## src/design/keyword_tokenizer_unit_assert.svh

```systemverilog
// ============================================================================
// keyword_tokenizer_unit_assert.svh
// Assertion macros shared by the scanner and token queue modules. Each expands to a
// labeled concurrent assertion clocked on i_clk and disabled in reset.
// ============================================================================
`ifndef KEYWORD_TOKENIZER_UNIT_ASSERT_SVH
`define KEYWORD_TOKENIZER_UNIT_ASSERT_SVH

// Same-cycle implication.
`define KTOK_ASSERT_NOW(label, ante, cons, msg) \
    label: assert property (@(posedge i_clk) disable iff (!i_rst_n) \
        (ante) |-> (cons)) else $error(msg);

// Next-cycle implication.
`define KTOK_ASSERT_NEXT(label, ante, cons, msg) \
    label: assert property (@(posedge i_clk) disable iff (!i_rst_n) \
        (ante) |=> (cons)) else $error(msg);

`endif

```

## src/design/ktok_pkg.sv

```systemverilog
// ============================================================================
// ktok_pkg
// Types, constants and character helpers for the keyword tokenizer.
// ============================================================================
`timescale 1ns / 1ps
`default_nettype none

package ktok_pkg;

    localparam int KTOK_POS_BITS = 16;
    localparam int CHAR_BITS     = 8;
    localparam int KIND_BITS     = 5;
    localparam int START_BITS    = 16;
    localparam int LEN_BITS      = 16;
    localparam int PREFIX_CHARS  = 5;
    localparam int PREFIX_BITS   = PREFIX_CHARS * CHAR_BITS;
    localparam int FIFO_DEPTH    = 4;
    localparam int NUM_KEYWORDS  = 7;

    localparam logic [LEN_BITS-1:0] LEN_MAX = '1;

    // Command codes
    localparam logic CMD_CHAR = 1'b0;
    localparam logic CMD_END  = 1'b1;

    // Token kinds
    localparam logic [KIND_BITS-1:0] KIND_FUNC    = 5'd0;
    localparam logic [KIND_BITS-1:0] KIND_IDENT   = 5'd1;
    localparam logic [KIND_BITS-1:0] KIND_INT     = 5'd2;
    localparam logic [KIND_BITS-1:0] KIND_CONST   = 5'd3;
    localparam logic [KIND_BITS-1:0] KIND_VAR     = 5'd4;
    localparam logic [KIND_BITS-1:0] KIND_IF      = 5'd5;
    localparam logic [KIND_BITS-1:0] KIND_ELSE    = 5'd6;
    localparam logic [KIND_BITS-1:0] KIND_WHILE   = 5'd7;
    localparam logic [KIND_BITS-1:0] KIND_NUMBER  = 5'd8;
    localparam logic [KIND_BITS-1:0] KIND_ASSIGN  = 5'd9;
    localparam logic [KIND_BITS-1:0] KIND_PLUS    = 5'd10;
    localparam logic [KIND_BITS-1:0] KIND_MINUS   = 5'd11;
    localparam logic [KIND_BITS-1:0] KIND_STAR    = 5'd12;
    localparam logic [KIND_BITS-1:0] KIND_SLASH   = 5'd13;
    localparam logic [KIND_BITS-1:0] KIND_SEMI    = 5'd14;
    localparam logic [KIND_BITS-1:0] KIND_LPAREN  = 5'd15;
    localparam logic [KIND_BITS-1:0] KIND_RPAREN  = 5'd16;
    localparam logic [KIND_BITS-1:0] KIND_LBRACE  = 5'd17;
    localparam logic [KIND_BITS-1:0] KIND_RBRACE  = 5'd18;
    localparam logic [KIND_BITS-1:0] KIND_END     = 5'd19;
    localparam logic [KIND_BITS-1:0] KIND_GREATER = 5'd20;
    localparam logic [KIND_BITS-1:0] KIND_LESS    = 5'd21;

    // Keyword table, latest character in the low byte
    localparam logic [PREFIX_BITS-1:0] KW_TEXT [NUM_KEYWORDS] = '{
        40'h0066756E63,  // func
        40'h0000696E74,  // int
        40'h636F6E7374,  // const
        40'h0000766172,  // var
        40'h0000006966,  // if
        40'h00656C7365,  // else
        40'h7768696C65   // while
    };
    localparam logic [2:0] KW_LEN [NUM_KEYWORDS] = '{
        3'd4, 3'd3, 3'd5, 3'd3, 3'd2, 3'd4, 3'd5
    };
    localparam logic [KIND_BITS-1:0] KW_KIND [NUM_KEYWORDS] = '{
        KIND_FUNC, KIND_INT, KIND_CONST, KIND_VAR, KIND_IF, KIND_ELSE, KIND_WHILE
    };

    typedef enum logic [1:0] {
        SCAN_IDLE   = 2'd0,
        SCAN_IDENT  = 2'd1,
        SCAN_NUMBER = 2'd2
    } t_scan_mode;

    typedef struct packed {
        logic                 command;
        logic [CHAR_BITS-1:0] text_char;
    } t_item;

    typedef struct packed {
        logic [KIND_BITS-1:0]  kind;
        logic [START_BITS-1:0] start;
        logic [LEN_BITS-1:0]   length;
        logic                  is_last;
    } t_token;

    // Up to two tokens out of one scanner step, flush first
    typedef struct packed {
        logic   a_valid;
        t_token a;
        logic   b_valid;
        t_token b;
    } t_step_out;

    typedef struct packed {
        logic                 valid;
        logic [KIND_BITS-1:0] kind;
    } t_punct;

    function automatic logic is_letter(input logic [CHAR_BITS-1:0] c);
        return ((c >= 8'h61) && (c <= 8'h7A)) || ((c >= 8'h41) && (c <= 8'h5A));
    endfunction

    function automatic logic is_digit(input logic [CHAR_BITS-1:0] c);
        return (c >= 8'h30) && (c <= 8'h39);
    endfunction

    function automatic t_punct punct_kind(input logic [CHAR_BITS-1:0] c);
        t_punct p;
        p.valid = 1'b1;
        unique case (c)
            8'h3D:   p.kind = KIND_ASSIGN;
            8'h2B:   p.kind = KIND_PLUS;
            8'h2D:   p.kind = KIND_MINUS;
            8'h2A:   p.kind = KIND_STAR;
            8'h2F:   p.kind = KIND_SLASH;
            8'h3B:   p.kind = KIND_SEMI;
            8'h28:   p.kind = KIND_LPAREN;
            8'h29:   p.kind = KIND_RPAREN;
            8'h7B:   p.kind = KIND_LBRACE;
            8'h7D:   p.kind = KIND_RBRACE;
            8'h3E:   p.kind = KIND_GREATER;
            8'h3C:   p.kind = KIND_LESS;
            default: begin
                p.valid = 1'b0;
                p.kind  = KIND_IDENT;
            end
        endcase
        return p;
    endfunction

    // Keyword lookup; identifiers longer than five characters never match
    function automatic logic [KIND_BITS-1:0] keyword_kind(
        input logic [PREFIX_BITS-1:0] prefix,
        input logic [LEN_BITS-1:0]    len
    );
        logic [KIND_BITS-1:0] kind;
        kind = KIND_IDENT;
        for (int k = 0; k < NUM_KEYWORDS; k++) begin
            if ((len == LEN_BITS'(KW_LEN[k])) && (prefix == KW_TEXT[k])) begin
                kind = KW_KIND[k];
            end
        end
        return kind;
    endfunction

endpackage

`default_nettype wire

```

## src/design/ktok_stream_if.sv

```systemverilog
// ============================================================================
// ktok_stream_if
// Valid/ready channels for text characters in and tokens out.
// ============================================================================
`timescale 1ns / 1ps
`default_nettype none

interface ktok_in_if import ktok_pkg::*; ();
    logic                 valid;
    logic                 ready;
    logic                 command;
    logic [CHAR_BITS-1:0] text_char;

    modport source (output valid, output command, output text_char, input ready);
    modport sink   (input valid, input command, input text_char, output ready);
endinterface

interface ktok_out_if import ktok_pkg::*; ();
    logic                  valid;
    logic                  ready;
    logic [KIND_BITS-1:0]  token_kind;
    logic [START_BITS-1:0] token_start;
    logic [LEN_BITS-1:0]   token_length;
    logic                  is_last;

    modport source (output valid, output token_kind, output token_start,
                    output token_length, output is_last, input ready);
    modport sink   (input valid, input token_kind, input token_start,
                    input token_length, input is_last, output ready);
endinterface

`default_nettype wire

```

## src/design/ktok_scanner.sv

```systemverilog
// ============================================================================
// ktok_scanner
// Scan state and single-step character handling; yields up to two tokens.
// ============================================================================
`timescale 1ns / 1ps
`default_nettype none

`include "keyword_tokenizer_unit_assert.svh"

module ktok_scanner import ktok_pkg::*; #(
    parameter int POS_BITS = KTOK_POS_BITS
) (
    input  wire logic      i_clk,
    input  wire logic      i_rst_n,
    input  wire logic      i_step,
    input  wire t_item     i_item,
    output t_step_out      o_step
);

    t_scan_mode             r_mode,   n_mode;
    logic [POS_BITS-1:0]    r_pos,    n_pos;
    logic [START_BITS-1:0]  r_start,  n_start;
    logic [LEN_BITS-1:0]    r_len,    n_len;
    logic [PREFIX_BITS-1:0] r_prefix, n_prefix;

    logic [START_BITS-1:0]  w_pos16;
    logic                   w_pending;
    logic                   w_letter;
    logic                   w_digit;
    logic                   w_extend;
    t_punct                 w_punct;
    t_token                 w_flush;

    assign w_pos16  = START_BITS'(r_pos);
    assign w_letter = is_letter(i_item.text_char);
    assign w_digit  = is_digit(i_item.text_char);
    assign w_punct  = punct_kind(i_item.text_char);

    // Pending token as it would be emitted now
    always_comb begin
        w_pending       = 1'b0;
        w_flush.kind    = KIND_NUMBER;
        w_flush.start   = r_start;
        w_flush.length  = r_len;
        w_flush.is_last = 1'b0;
        unique case (r_mode)
            SCAN_IDENT: begin
                w_pending    = 1'b1;
                w_flush.kind = keyword_kind(r_prefix, r_len);
            end
            SCAN_NUMBER: begin
                w_pending = 1'b1;
            end
            default: begin
                w_pending = 1'b0;
            end
        endcase
    end

    assign w_extend = ((r_mode == SCAN_IDENT) && (w_letter || w_digit)) ||
                      ((r_mode == SCAN_NUMBER) && w_digit);

    always_comb begin
        n_mode   = r_mode;
        n_pos    = r_pos;
        n_start  = r_start;
        n_len    = r_len;
        n_prefix = r_prefix;
        o_step   = '0;
        if (i_step) begin
            if (i_item.command == CMD_END) begin
                o_step.a_valid = w_pending;
                o_step.a       = w_flush;
                o_step.b_valid = 1'b1;
                o_step.b.kind  = KIND_END;
                o_step.b.start = w_pos16;
                n_mode   = SCAN_IDLE;
                n_pos    = '0;
                n_start  = '0;
                n_len    = '0;
                n_prefix = '0;
            end else begin
                if (w_extend) begin
                    if (r_len < LEN_BITS'(PREFIX_CHARS)) begin
                        n_prefix = {r_prefix[PREFIX_BITS-CHAR_BITS-1:0], i_item.text_char};
                    end
                    if (r_len != LEN_MAX) begin
                        n_len = r_len + 1'b1;
                    end
                end else begin
                    o_step.a_valid = w_pending;
                    o_step.a       = w_flush;
                    n_start        = w_pos16;
                    n_len          = LEN_BITS'(1);
                    n_prefix       = PREFIX_BITS'(i_item.text_char);
                    if (w_letter) begin
                        n_mode = SCAN_IDENT;
                    end else if (w_digit) begin
                        n_mode = SCAN_NUMBER;
                    end else begin
                        n_mode   = SCAN_IDLE;
                        n_start  = r_start;
                        n_len    = '0;
                        n_prefix = '0;
                    end
                    // Punctuation is a token of its own behind the flushed one
                    o_step.b_valid  = w_punct.valid;
                    o_step.b.kind   = w_punct.kind;
                    o_step.b.start  = w_pos16;
                    o_step.b.length = LEN_BITS'(1);
                end
                n_pos = r_pos + 1'b1;
            end
            o_step.b.is_last = 1'b1;
            o_step.a.is_last = !o_step.b_valid;
        end
    end

    always_ff @(posedge i_clk) begin
        if (!i_rst_n) begin
            r_mode   <= SCAN_IDLE;
            r_pos    <= '0;
            r_start  <= '0;
            r_len    <= '0;
            r_prefix <= '0;
        end else begin
            r_mode   <= n_mode;
            r_pos    <= n_pos;
            r_start  <= n_start;
            r_len    <= n_len;
            r_prefix <= n_prefix;
        end
    end

    `KTOK_ASSERT_NEXT(a_end_restarts, i_step && (i_item.command == CMD_END),
        (r_pos == '0) && (r_mode == SCAN_IDLE), "end of text must restart the scan")
    `KTOK_ASSERT_NOW(a_pending_nonempty, r_mode != SCAN_IDLE, r_len != '0,
        "a pending token must hold at least one character")
    `KTOK_ASSERT_NOW(a_two_only_at_boundary, o_step.a_valid && o_step.b_valid,
        !w_extend || (i_item.command == CMD_END), "second token without a flush")

endmodule

`default_nettype wire

```

## src/design/ktok_result_fifo.sv

```systemverilog
// ============================================================================
// ktok_result_fifo
// Small token queue; takes up to two tokens a cycle, gives one.
// ============================================================================
`timescale 1ns / 1ps
`default_nettype none

`include "keyword_tokenizer_unit_assert.svh"

module ktok_result_fifo import ktok_pkg::*; (
    input  wire logic      i_clk,
    input  wire logic      i_rst_n,
    input  wire t_step_out i_push,
    input  wire logic      i_pop,
    output t_token         o_head,
    output logic           o_valid,
    output logic           o_room
);

    localparam int PTR_BITS = $clog2(FIFO_DEPTH);
    localparam int CNT_BITS = $clog2(FIFO_DEPTH + 1);

    t_token              r_mem [FIFO_DEPTH];
    logic [PTR_BITS-1:0] r_wr_ptr, n_wr_ptr;
    logic [PTR_BITS-1:0] r_rd_ptr, n_rd_ptr;
    logic [CNT_BITS-1:0] r_count,  n_count;
    logic [CNT_BITS-1:0] w_push_n;
    logic [CNT_BITS-1:0] w_after_pop;
    logic [PTR_BITS-1:0] w_b_ptr;
    logic                w_pop;

    assign w_pop       = i_pop && o_valid;
    assign w_push_n    = CNT_BITS'(i_push.a_valid) + CNT_BITS'(i_push.b_valid);
    assign w_after_pop = r_count - CNT_BITS'(w_pop);
    assign o_room      = w_after_pop <= CNT_BITS'(FIFO_DEPTH - 2);
    assign o_valid     = r_count != '0;
    assign o_head      = r_mem[r_rd_ptr];
    assign w_b_ptr     = r_wr_ptr + PTR_BITS'(i_push.a_valid);

    assign n_wr_ptr = r_wr_ptr + PTR_BITS'(w_push_n);
    assign n_rd_ptr = r_rd_ptr + PTR_BITS'(w_pop);
    assign n_count  = w_after_pop + w_push_n;

    always_ff @(posedge i_clk) begin
        if (i_push.a_valid) begin
            r_mem[r_wr_ptr] <= i_push.a;
        end
        if (i_push.b_valid) begin
            r_mem[w_b_ptr] <= i_push.b;
        end
    end

    always_ff @(posedge i_clk) begin
        if (!i_rst_n) begin
            r_wr_ptr <= '0;
            r_rd_ptr <= '0;
            r_count  <= '0;
        end else begin
            r_wr_ptr <= n_wr_ptr;
            r_rd_ptr <= n_rd_ptr;
            r_count  <= n_count;
        end
    end

    `KTOK_ASSERT_NOW(a_no_overflow, w_push_n != '0,
        (w_after_pop + w_push_n) <= CNT_BITS'(FIFO_DEPTH), "token queue overflow")
    `KTOK_ASSERT_NEXT(a_pop_drains, w_pop && (w_push_n == '0),
        r_count == $past(r_count) - 1'b1, "pop without push must drop one entry")
    `KTOK_ASSERT_NOW(a_ptr_gap, 1'b1,
        (r_count == CNT_BITS'(FIFO_DEPTH)) || (PTR_BITS'(r_count) == (r_wr_ptr - r_rd_ptr)),
        "queue pointers disagree with fill count")

endmodule

`default_nettype wire

```

## src/design/keyword_tokenizer_unit.sv

```systemverilog
// ============================================================================
// keyword_tokenizer_unit
// Streaming tokenizer: characters in, kind/start/length tokens out.
// ============================================================================
// Feed source text one byte per word on i_text (command 0), and an end word
// (command 1) to close the text. Characters are taken one per cycle, back to
// back, while the token queue can take two more tokens. A taken character is
// held in the input register; when it steps, its tokens are written into the
// token queue, whose head drives o_token. Most characters yield zero or one
// token; a character that both ends a pending identifier or number and is
// itself punctuation, and an end word behind a pending token, yield two. The
// output side moves one token per cycle while o_token.ready is high, and a
// four-entry token queue absorbs the second token. is_last marks the final
// token of each character. After the end token the position counter restarts
// at zero.
`timescale 1ns / 1ps
`default_nettype none

module keyword_tokenizer_unit import ktok_pkg::*; #(
    parameter int POS_BITS = KTOK_POS_BITS
) (
    input  wire logic   i_clk,
    input  wire logic   i_rst_n,
    ktok_in_if.sink     i_text,
    ktok_out_if.source  o_token
);

    // Input register
    logic      r_in_valid, n_in_valid;
    t_item     r_in_item;

    logic      w_accept;
    logic      w_step;
    logic      w_room;
    logic      w_pop;
    t_step_out w_step_out;
    t_token    w_head;
    logic      w_head_valid;

    // Advance the held character when the queue has space for two tokens
    assign w_step   = r_in_valid && w_room;
    assign i_text.ready = !r_in_valid || w_step;
    assign w_accept = i_text.valid && i_text.ready;

    always_comb begin
        n_in_valid = r_in_valid;
        if (w_accept) begin
            n_in_valid = 1'b1;
        end else if (w_step) begin
            n_in_valid = 1'b0;
        end
    end

    always_ff @(posedge i_clk) begin
        if (!i_rst_n) begin
            r_in_valid <= 1'b0;
        end else begin
            r_in_valid <= n_in_valid;
        end
    end

    // Hold the payload until the next accepted word
    always_ff @(posedge i_clk) begin
        if (w_accept) begin
            r_in_item.command   <= i_text.command;
            r_in_item.text_char <= i_text.text_char;
        end
    end

    ktok_scanner #(
        .POS_BITS (POS_BITS)
    ) u_scanner (
        .i_clk   (i_clk),
        .i_rst_n (i_rst_n),
        .i_step  (w_step),
        .i_item  (r_in_item),
        .o_step  (w_step_out)
    );

    ktok_result_fifo u_fifo (
        .i_clk   (i_clk),
        .i_rst_n (i_rst_n),
        .i_push  (w_step_out),
        .i_pop   (w_pop),
        .o_head  (w_head),
        .o_valid (w_head_valid),
        .o_room  (w_room)
    );

    // Drive the token channel from the queue head; drop it once taken
    assign w_pop                = w_head_valid && o_token.ready;
    assign o_token.valid        = w_head_valid;
    assign o_token.token_kind   = w_head.kind;
    assign o_token.token_start  = w_head.start;
    assign o_token.token_length = w_head.length;
    assign o_token.is_last      = w_head.is_last;

endmodule

`default_nettype wire
```

## src/flat_wrapper.sv

```systemverilog
// flat-port wrapper written by rule: the top's interface ports become plain ports
module keyword_tokenizer_unit_flat import ktok_pkg::*;
#(
    parameter int POS_BITS = KTOK_POS_BITS
)
  (i_clk, i_rst_n, i_text_valid, i_text_command, i_text_text_char, i_text_ready, o_token_valid, o_token_token_kind, o_token_token_start, o_token_token_length, o_token_is_last, o_token_ready);
  ktok_in_if i_text_i ();
  ktok_out_if o_token_i ();
  input  wire logic i_clk;
  input  wire logic i_rst_n;
  input wire logic [$bits(i_text_i.valid)-1:0] i_text_valid;
  input wire logic [$bits(i_text_i.command)-1:0] i_text_command;
  input wire logic [$bits(i_text_i.text_char)-1:0] i_text_text_char;
  output wire logic [$bits(i_text_i.ready)-1:0] i_text_ready;
  output wire logic [$bits(o_token_i.valid)-1:0] o_token_valid;
  output wire logic [$bits(o_token_i.token_kind)-1:0] o_token_token_kind;
  output wire logic [$bits(o_token_i.token_start)-1:0] o_token_token_start;
  output wire logic [$bits(o_token_i.token_length)-1:0] o_token_token_length;
  output wire logic [$bits(o_token_i.is_last)-1:0] o_token_is_last;
  input wire logic [$bits(o_token_i.ready)-1:0] o_token_ready;
  assign i_text_i.valid = i_text_valid;
  assign i_text_i.command = i_text_command;
  assign i_text_i.text_char = i_text_text_char;
  assign i_text_ready = i_text_i.ready;
  assign o_token_valid = o_token_i.valid;
  assign o_token_token_kind = o_token_i.token_kind;
  assign o_token_token_start = o_token_i.token_start;
  assign o_token_token_length = o_token_i.token_length;
  assign o_token_is_last = o_token_i.is_last;
  assign o_token_i.ready = o_token_ready;
  keyword_tokenizer_unit #(.POS_BITS(POS_BITS)) u_core (.i_clk(i_clk), .i_rst_n(i_rst_n), .i_text(i_text_i), .o_token(o_token_i));
endmodule
```

## config.mk

```make
export PLATFORM = sky130hd
export DESIGN_NAME = keyword_tokenizer_unit_flat
export DESIGN_NICKNAME = d
export VERILOG_FILES = /design/src/design/ktok_pkg.sv /design/src/design/ktok_stream_if.sv /design/src/design/ktok_scanner.sv /design/src/design/ktok_result_fifo.sv /design/src/design/keyword_tokenizer_unit.sv /design/src/flat_wrapper.sv
export VERILOG_INCLUDE_DIRS = /design/src /design/src/design
export SDC_FILE = /design/constraint.sdc
export NUM_CORES = 1
export LEC_CHECK = 0
export BUFFER_PORTS_ARGS = -buffer_cell sky130_fd_sc_hd__buf_2
export CAP_MARGIN = 40
export CORE_MARGIN = 8
export CORE_UTILIZATION = 30
export DETAILED_ROUTE_END_ITERATION = 6
export PLACE_DENSITY = 0.42
export SLEW_MARGIN = 20
export SYNTH_ARGS = -nofsm -noshare
export SYNTH_HDL_FRONTEND = slang
export SYNTH_SLANG_ARGS = --single-unit
```

## constraint.sdc

```tcl
create_clock -name i_clk -period 4.8 [get_ports i_clk]
set_input_delay 0.24 -clock i_clk [delete_from_list [all_inputs] [get_ports i_clk]]
set_output_delay 0.24 -clock i_clk [all_outputs]
set_load 0.02 [all_outputs]
```

==> metrics.cfg, run 1 <==
[outcome]
status = finished clean

[clock_tree]
clock_latency_ns = 0.59
cts_tree = built
cts_buffers = 30
root_buffer = clkbuf_16
clock_path_buffers = 3
htree_levels = 1
cts.sinks = 259
clk_pin_slew_ns = 0.06

[yosys]
yosysUniqueCellTypes = 76
synth_area_leaders = dfxtp_1 (26%), edfxtp_1 (25%), a22o_1 (8.0%), mux4_2 (7.0%), nand3_1 (3.3%)
yosysSeqAreaShare_pct = 50.6
synth_largest_area_cell = dfxtp_1
synth_edf_count = 101
synth_nets = 1158
yosys_warnings = 0
synthMostInstantiatedCell = dfxtp_1
synth_top_cells_by_count = dfxtp_1 (158), a22o_1 (112), nand2_1 (103), edfxtp_1 (101), nand3_1 (82)
syn_area_per_cell_um2 = 10.9
syn_area_um2 = 12300
synth_seq_cells = 259
async_reset_ff_share_pct = 0
synthFlopType = dfxtp_1
syn_inst = 1129
synth_top_area_share_pct = 25.8

[layout]
fin_cells = 1710
synthToLayoutAreaGrowth_pct = 14.5
drive_gt1_share_pct = 17.0
diodes = 0
ff_latch_area_um2 = 6200
nets = 1183
multi_input_area_um2 = 5510
fill_cells = 4101

[detailed_routing]
ant_nets = 0
wl_um = 35900
routed_via_density = 5.30
firstDrtPassIters = 5
wl_per_cell_um = 21.0
drt_iter0_markers = 638
drc = 0
vias = 9056

[timing]
drv_slew = 0
skew_ns = 0.0227
finalSetupViolCount = 0
min_period_ns = 4.01
tns_ns = 0
rsz0062_at_grt = no
fmax_mhz = 249
period_share_pct = 83.5
worst_pin_slew_ns = 0.780
setup_ws_ns = 0.792
slew-limit-headroom_pct = 47.9
hold_violations = 0

[setup_path]
cp-start-kind = flip-flop
worstPathRequired_ns = 5.22
worst-setup-path-type = reg2reg
endpoint_kind = flip-flop
rr_startpoint = u_core.u_fifo.r_count[2]
rr_worst_depth = 15
critical_path.max_fanout = 22
crit_arrival_ns = 4.43
r2r_setup_slack_ns = 0.79
reg2reg_to = u_core.u_fifo.r_mem[1][34]

[floorplanning]
fp.dieH_um = 218
rows = 74
core-area_um2 = 40600
die_w_um = 218
dieArea_um2 = 47600
initial_utilization_pct = 30.2
pin_count = 53

[power_and_ir_drop]
p_leak_nw = 4.79
powerDensity_nw_per_um2 = 420
p_total_mw = 5.90
peakVddDrop_mv = 0.283

[worst_hold_path]
hp-start = o_token_ready
hold_depth = 4
worstHoldPathType = in2reg
holdPathEnd = u_core.u_fifo.r_rd_ptr[0]

[placement]
dp_cells = 1643
port_buffers = 52
gp_congestion = 0.808
place_ws_ns = 0.738
dp_hpwl_um = 23500

[grt]
grt_max_degree = 63
grt_pass1_wl_um = 56300
grt.overflow.total = 0
grt_antenna_before_repair = 0
grt_use_total_pct = 15.0
grt_pass1_vias = 9245

[run]
max-cap-violations = 0

-- critical path, cell delays in order (launching register included) --
cell	delay, ns
dfxtp_1	0.33
or3_1	0.38
and2_1	0.18
ha_1	0.18
ha_1	0.34
o21a_1	0.29
and2_1	0.20
o211ai_2	0.09
nor2_1	0.22
ha_1	0.24
xnor2_1	0.15
and3_1	0.20
a21boi_4	0.46
buf_4	0.41
nand2_1	0.09
o21ai_1	0.09
-- cell families after synthesis --
kind of cell | after synthesis | synth area share, %
xor gates and xnor gates | 31 | 2.28
buffers and inverters | 117 | 4.51
DFF | 259 | 50.6
muxes | 39 | 7.06
and+or+nand+nor | 385 | 17.2
AOI/OAI and AO/OA | 282 | 16.7
adders and majority gates | 16 | 1.69
-- final cells by class --
cell class	count	area share [%]
Sequential cell	259	44.2
Inverter	18	0.481
Timing Repair Buffer	92	4.51
Clock inverter	17	0.972
Tap cell	532	4.74
Multi-Input combinational cell	753	39.2
Clock buffer	39	5.88
-- where the power goes --
group	internal (mW)	switching (mW)
Combinational	0.433	0.786
Sequential	2.37	0.0990
Clock	1.27	0.947
-- flip-flops by register name, summed over array words and instances (netlist names) --
signal and cells:
u_core.u_scanner.r_mode 2, u_core.u_scanner.r_len 16, u_core.u_fifo.r_rd_ptr 2, u_core.u_scanner.r_prefix 40
u_core.u_fifo.r_count 3, u_core.u_fifo.r_mem 152, u_core.r_in_valid 1, u_core.u_fifo.r_wr_ptr 2
u_core.u_scanner.r_start 16, u_core.u_scanner.r_pos 16, u_core.r_in_item 9
-- worst max path at each step --
| stage | startpoint | to | slack [ns] | cells past startpoint |
|---|---|---|---|---|
| after floorplan | u_core.u_fifo.r_count[2] | u_core.u_fifo.r_mem[3][0] | 0.55 | 15 |
| final | u_core.u_fifo.r_count[2] | u_core.u_fifo.r_mem[1][34] | 0.79 | 15 |
| after detailed placement | u_core.u_fifo.r_count[2] | u_core.u_fifo.r_mem[1][21] | 0.74 | 14 |
| after global routing | u_core.u_fifo.r_count[2] | u_core.u_fifo.r_mem[0][29] | 0.44 | 14 |
| after global placement | u_core.u_fifo.r_count[2] | u_core.u_fifo.r_mem[1][34] | 0.90 | 15 |
| after CTS | u_core.u_fifo.r_count[2] | u_core.u_fifo.r_mem[1][34] | 0.74 | 15 |
-- timing repair --
action | 4_1_cts | 5_1_grt
hold endpoints to repair | 10 | 0
gates resized for setup | 0 | 0
hold buffers | 10 | 0
buffers inserted | 0 | 0
-- per-stage QoR --
stage	area (µm²)	hold slack, ns	utilization, %
after floorplan	12300	0.339	-
after global placement	12900	0.418	31.8
after detailed placement	13000	0.418	32.0
after CTS	14000	0.131	34.6
after global routing	14000	0.166	34.6
final	14000	0.147	34.6
-- per-layer routing --
| layer | wire [µm] | up-vias | GRT usage (%) |
|---|---|---|---|
| li1 | - | 4315 | - |
| met1 | 17200 | 4520 | 21.1 |
| met2 | 16700 | 178 | 24.1 |
| met3 | 1550 | 43 | 2.27 |
| met4 | 554 | 0 | 3.00 |
| met5 | 0 | - | 0 |
-- cell usage in the layout (no fill, tap or decap), types with 5 or more instances in the layout --
master           n
and2_1          16
mux4_2          38
nor4_1           9
nand2_1        103
xor2_1          19
edfxtp_1       101
nor2_1          55
nor3_1          14
nor2b_1          9
a21oi_1         75
o22ai_1         10
ha_1            15
clkinv_2         5
clkbuf_16       30
a22o_1         112
or4_1           10
nand3_1         82
clkbuf_1         5
dlygate4sd3_1   10
buf_2           52
o21ai_0         35
inv_1           18
nor4bb_1         6
or3_1           10
o21ai_1         11
dfxtp_1        156
o211ai_1         6
xnor2_1         11
nand4_1         20
buf_4           25
clkinv_1         6
and3_1          14
Note: power is estimated with default switching activity, not from simulation.
==> run 2: changes to the inputs <==
PLACE_DENSITY = 0.43   (was 0.42)
clock period = 3.5 ns   (was 4.8 ns; I/O delays follow)
==> metrics.cfg, run 2 (synthesized netlist as in run 1, its figures left out) <==
[clock_tree]
cts_tree = built  ; unchanged
clk_pin_slew_ns = 0.06  ; about the same
root_buffer = clkbuf_16  ; unchanged
htree_levels = 1  ; unchanged
clock_path_buffers = 3  ; unchanged
cts.sinks = 259  ; unchanged
cts_buffers = 30  ; unchanged
clock_latency_ns = 0.59  ; about the same

[grt]
grt_pass1_wl_um = 55800  ; was 56300 µm
grt_pass1_vias = 9038  ; was 9245
grt_max_degree = 61  ; was 63
grt_use_total_pct = 14.9  ; was 15.0%
grt.overflow.total = 0  ; unchanged
grt_antenna_before_repair = 0  ; unchanged

[detailed_routing]
drt_iter0_markers = 654  ; was 638
drc = 0  ; unchanged
ant_nets = 0  ; unchanged
wl_per_cell_um = 20.5  ; was 21.0 µm
vias = 9127  ; was 9056
routed_via_density = 5.22  ; was 5.30
wl_um = 35800  ; was 35900 µm
firstDrtPassIters = 4  ; was 5

[setup_path]
critical_path.max_fanout = 23  ; was 22
worst-setup-path-type = reg2reg  ; unchanged
crit_arrival_ns = 3.70  ; was 4.43 ns
endpoint_kind = flip-flop  ; unchanged
cp-start-kind = flip-flop  ; unchanged
worstPathRequired_ns = 3.94  ; was 5.22 ns

[layout]
largest_reg_flops = 152  ; unchanged
synthToLayoutAreaGrowth_pct = 18.8  ; was 14.5%
top_register = u_core.u_fifo.r_mem  ; unchanged
fin_util_pct = 35.9  ; was 34.6%
nets = 1221  ; was 1183
reg.largest.list = u_core.u_fifo.r_mem (152), u_core.u_scanner.r_prefix (40)  ; unchanged
drive_gt1_share_pct = 21.0  ; was 17.0%
fill_cells = 4075  ; was 4101
fin_cells = 1749  ; was 1710
final_cell_mix = dfxtp_1 (156), a22o_1 (112), edfxtp_1 (101)  ; was dfxtp_1 (156), a22o_1 (112), nand2_1 (103)
final_common_cell = dfxtp_1  ; unchanged

[floorplanning]
fp.dieH_um = 218  ; unchanged
die_w_um = 218  ; unchanged
rows = 74  ; unchanged
dieArea_um2 = 47600  ; unchanged
initial_utilization_pct = 30.2  ; unchanged
core-area_um2 = 40600  ; unchanged
pin_count = 53  ; unchanged

[run]
max-cap-violations = 0  ; unchanged

[timing]
fmax_mhz = 307  ; was 249 MHz
period_share_pct = 93.1  ; was 83.5%
hold_violations = 0  ; unchanged
min_period_ns = 3.26  ; was 4.01 ns
setup_ws_ns = 0.240  ; was 0.792 ns
drv_slew = 0  ; unchanged
rsz0062_at_grt = no  ; unchanged
worst_pin_slew_ns = 0.865  ; was 0.780 ns
slew-limit-headroom_pct = 41.7  ; was 47.9%
finalSetupViolCount = 0  ; unchanged
skew_ns = 0.0320  ; was 0.0227 ns

[placement]
port_buffers = 52  ; unchanged
place_ws_ns = 0.132  ; was 0.738 ns
dp_hpwl_um = 24800  ; was 23500 µm
dp_cells = 1680  ; was 1643
gp_congestion = 0.768  ; was 0.808

[power_and_ir_drop]
powerDensity_nw_per_um2 = 578  ; was 420 nW/µm²
power_switching_mw = 2.58  ; was 1.83 mW
clkPwrFrac_pct = 38.1  ; was 37.5%
p_seq_share_pct = 40.3  ; was 41.8%
swShare_pct = 30.6  ; was 31.1%
p_int_mw = 5.84  ; was 4.07 mW
power_frac_comb_pct = 21.7  ; was 20.7%
peakVddDrop_mv = 0.435  ; was 0.283 mV
p_leak_nw = 5.03  ; was 4.79 nW

[outcome]
status = finished clean  ; unchanged

[worst_hold_path]
worstHoldPathType = in2reg  ; unchanged

-- run 2: cell types whose count changed in the layout (fill, tap and decap cells not counted), sizes merged --
cell / delta
buf: +39
bufinv: +1
clkbuf: +3
clkdlybuf4s15: -1
clkinv: -5
clkinvlp: +1
diode: +1
-- run 2: worst paths after layout --
check                                          startpoint                    endpoint  slack, ns  depth (start not counted)
worst max-delay path             u_core.u_fifo.r_count[1]  u_core.u_fifo.r_mem[0][36]       0.24                         15
worst min-delay path                        o_token_ready   u_core.u_fifo.r_rd_ptr[0]       0.12                          4
worst max register to register   u_core.u_fifo.r_count[1]  u_core.u_fifo.r_mem[0][36]       0.24                         15
worst min register to register  u_core.u_fifo.r_mem[3][6]   u_core.u_fifo.r_mem[3][6]       0.45                          2
-- run 2: worst max-delay path: stages, from the launching register on --
cell      delay (ns)
dfxtp_1         0.31
or3_4           0.38
and2_4          0.16
ha_4            0.15
ha_4            0.27
o21a_1          0.13
and2_4          0.17
o211ai_4        0.08
nor2_4          0.14
ha_2            0.21
xor2_1          0.18
nor3_1          0.08
a21boi_4        0.17
buf_12          0.18
or4_1           0.46
o21ai_1         0.08
-- run 2: area by class of cell --
cell class	count	area [µm²]	share of cell area, %
Antenna cell	1	2.50	0.0172
Clock buffer	42	868	5.96
Clock inverter	14	163	1.12
Inverter	18	67.6	0.464
Multi-Input combinational cell	753	5590	38.4
Sequential cell	259	6200	42.6
Tap cell	532	666	4.57
Timing Repair Buffer	130	1010	6.92
-- run 2: repair_timing --
item	4_1_cts	5_1_grt
setup buffers	0	2
endpoints found under the hold margin	10	0
endpoints found under the setup margin	0	25
gates resized for setup	0	1
hold buffers	10	0
-- run 2: through the flow --
step / hold slack [ns] / total power, mW / setup TNS, ns / cell area (µm²)
2_1_floorplan: 0.274 / 4.65 / -0.791 / 12400
3_5_place_dp: 0.353 / 5.31 / 0 / 13400
6_report: 0.118 / 8.41 / 0 / 14600
3_3_place_gp: 0.352 / 5.30 / 0 / 13400
5_1_grt: 0.136 / 8.82 / 0 / 14600
4_1_cts: 0.112 / 8.56 / 0 / 14500
-- run 2: power groups by stage --
stage | combinational [mW] | sequential [mW] | clock [mW]
6_report | 1.82 | 3.39 | 3.20
5_1_grt | 1.98 | 3.41 | 3.42
4_1_cts | 1.86 | 3.39 | 3.30
3_5_place_dp | 1.85 | 3.46 | 0
3_3_place_gp | 1.83 | 3.47 | 0
2_1_floorplan | 1.30 | 3.35 | 0
-- run 2: layer usage --
metal  track usage (%)  up-vias  part of all wire (%)
met5                 0        -                     0
met4              2.93        0                   1.7
met3              2.16       34                   3.8
met2              24.5      185                    47
met1              20.7     4504                    48
li1                  -     4404                     -
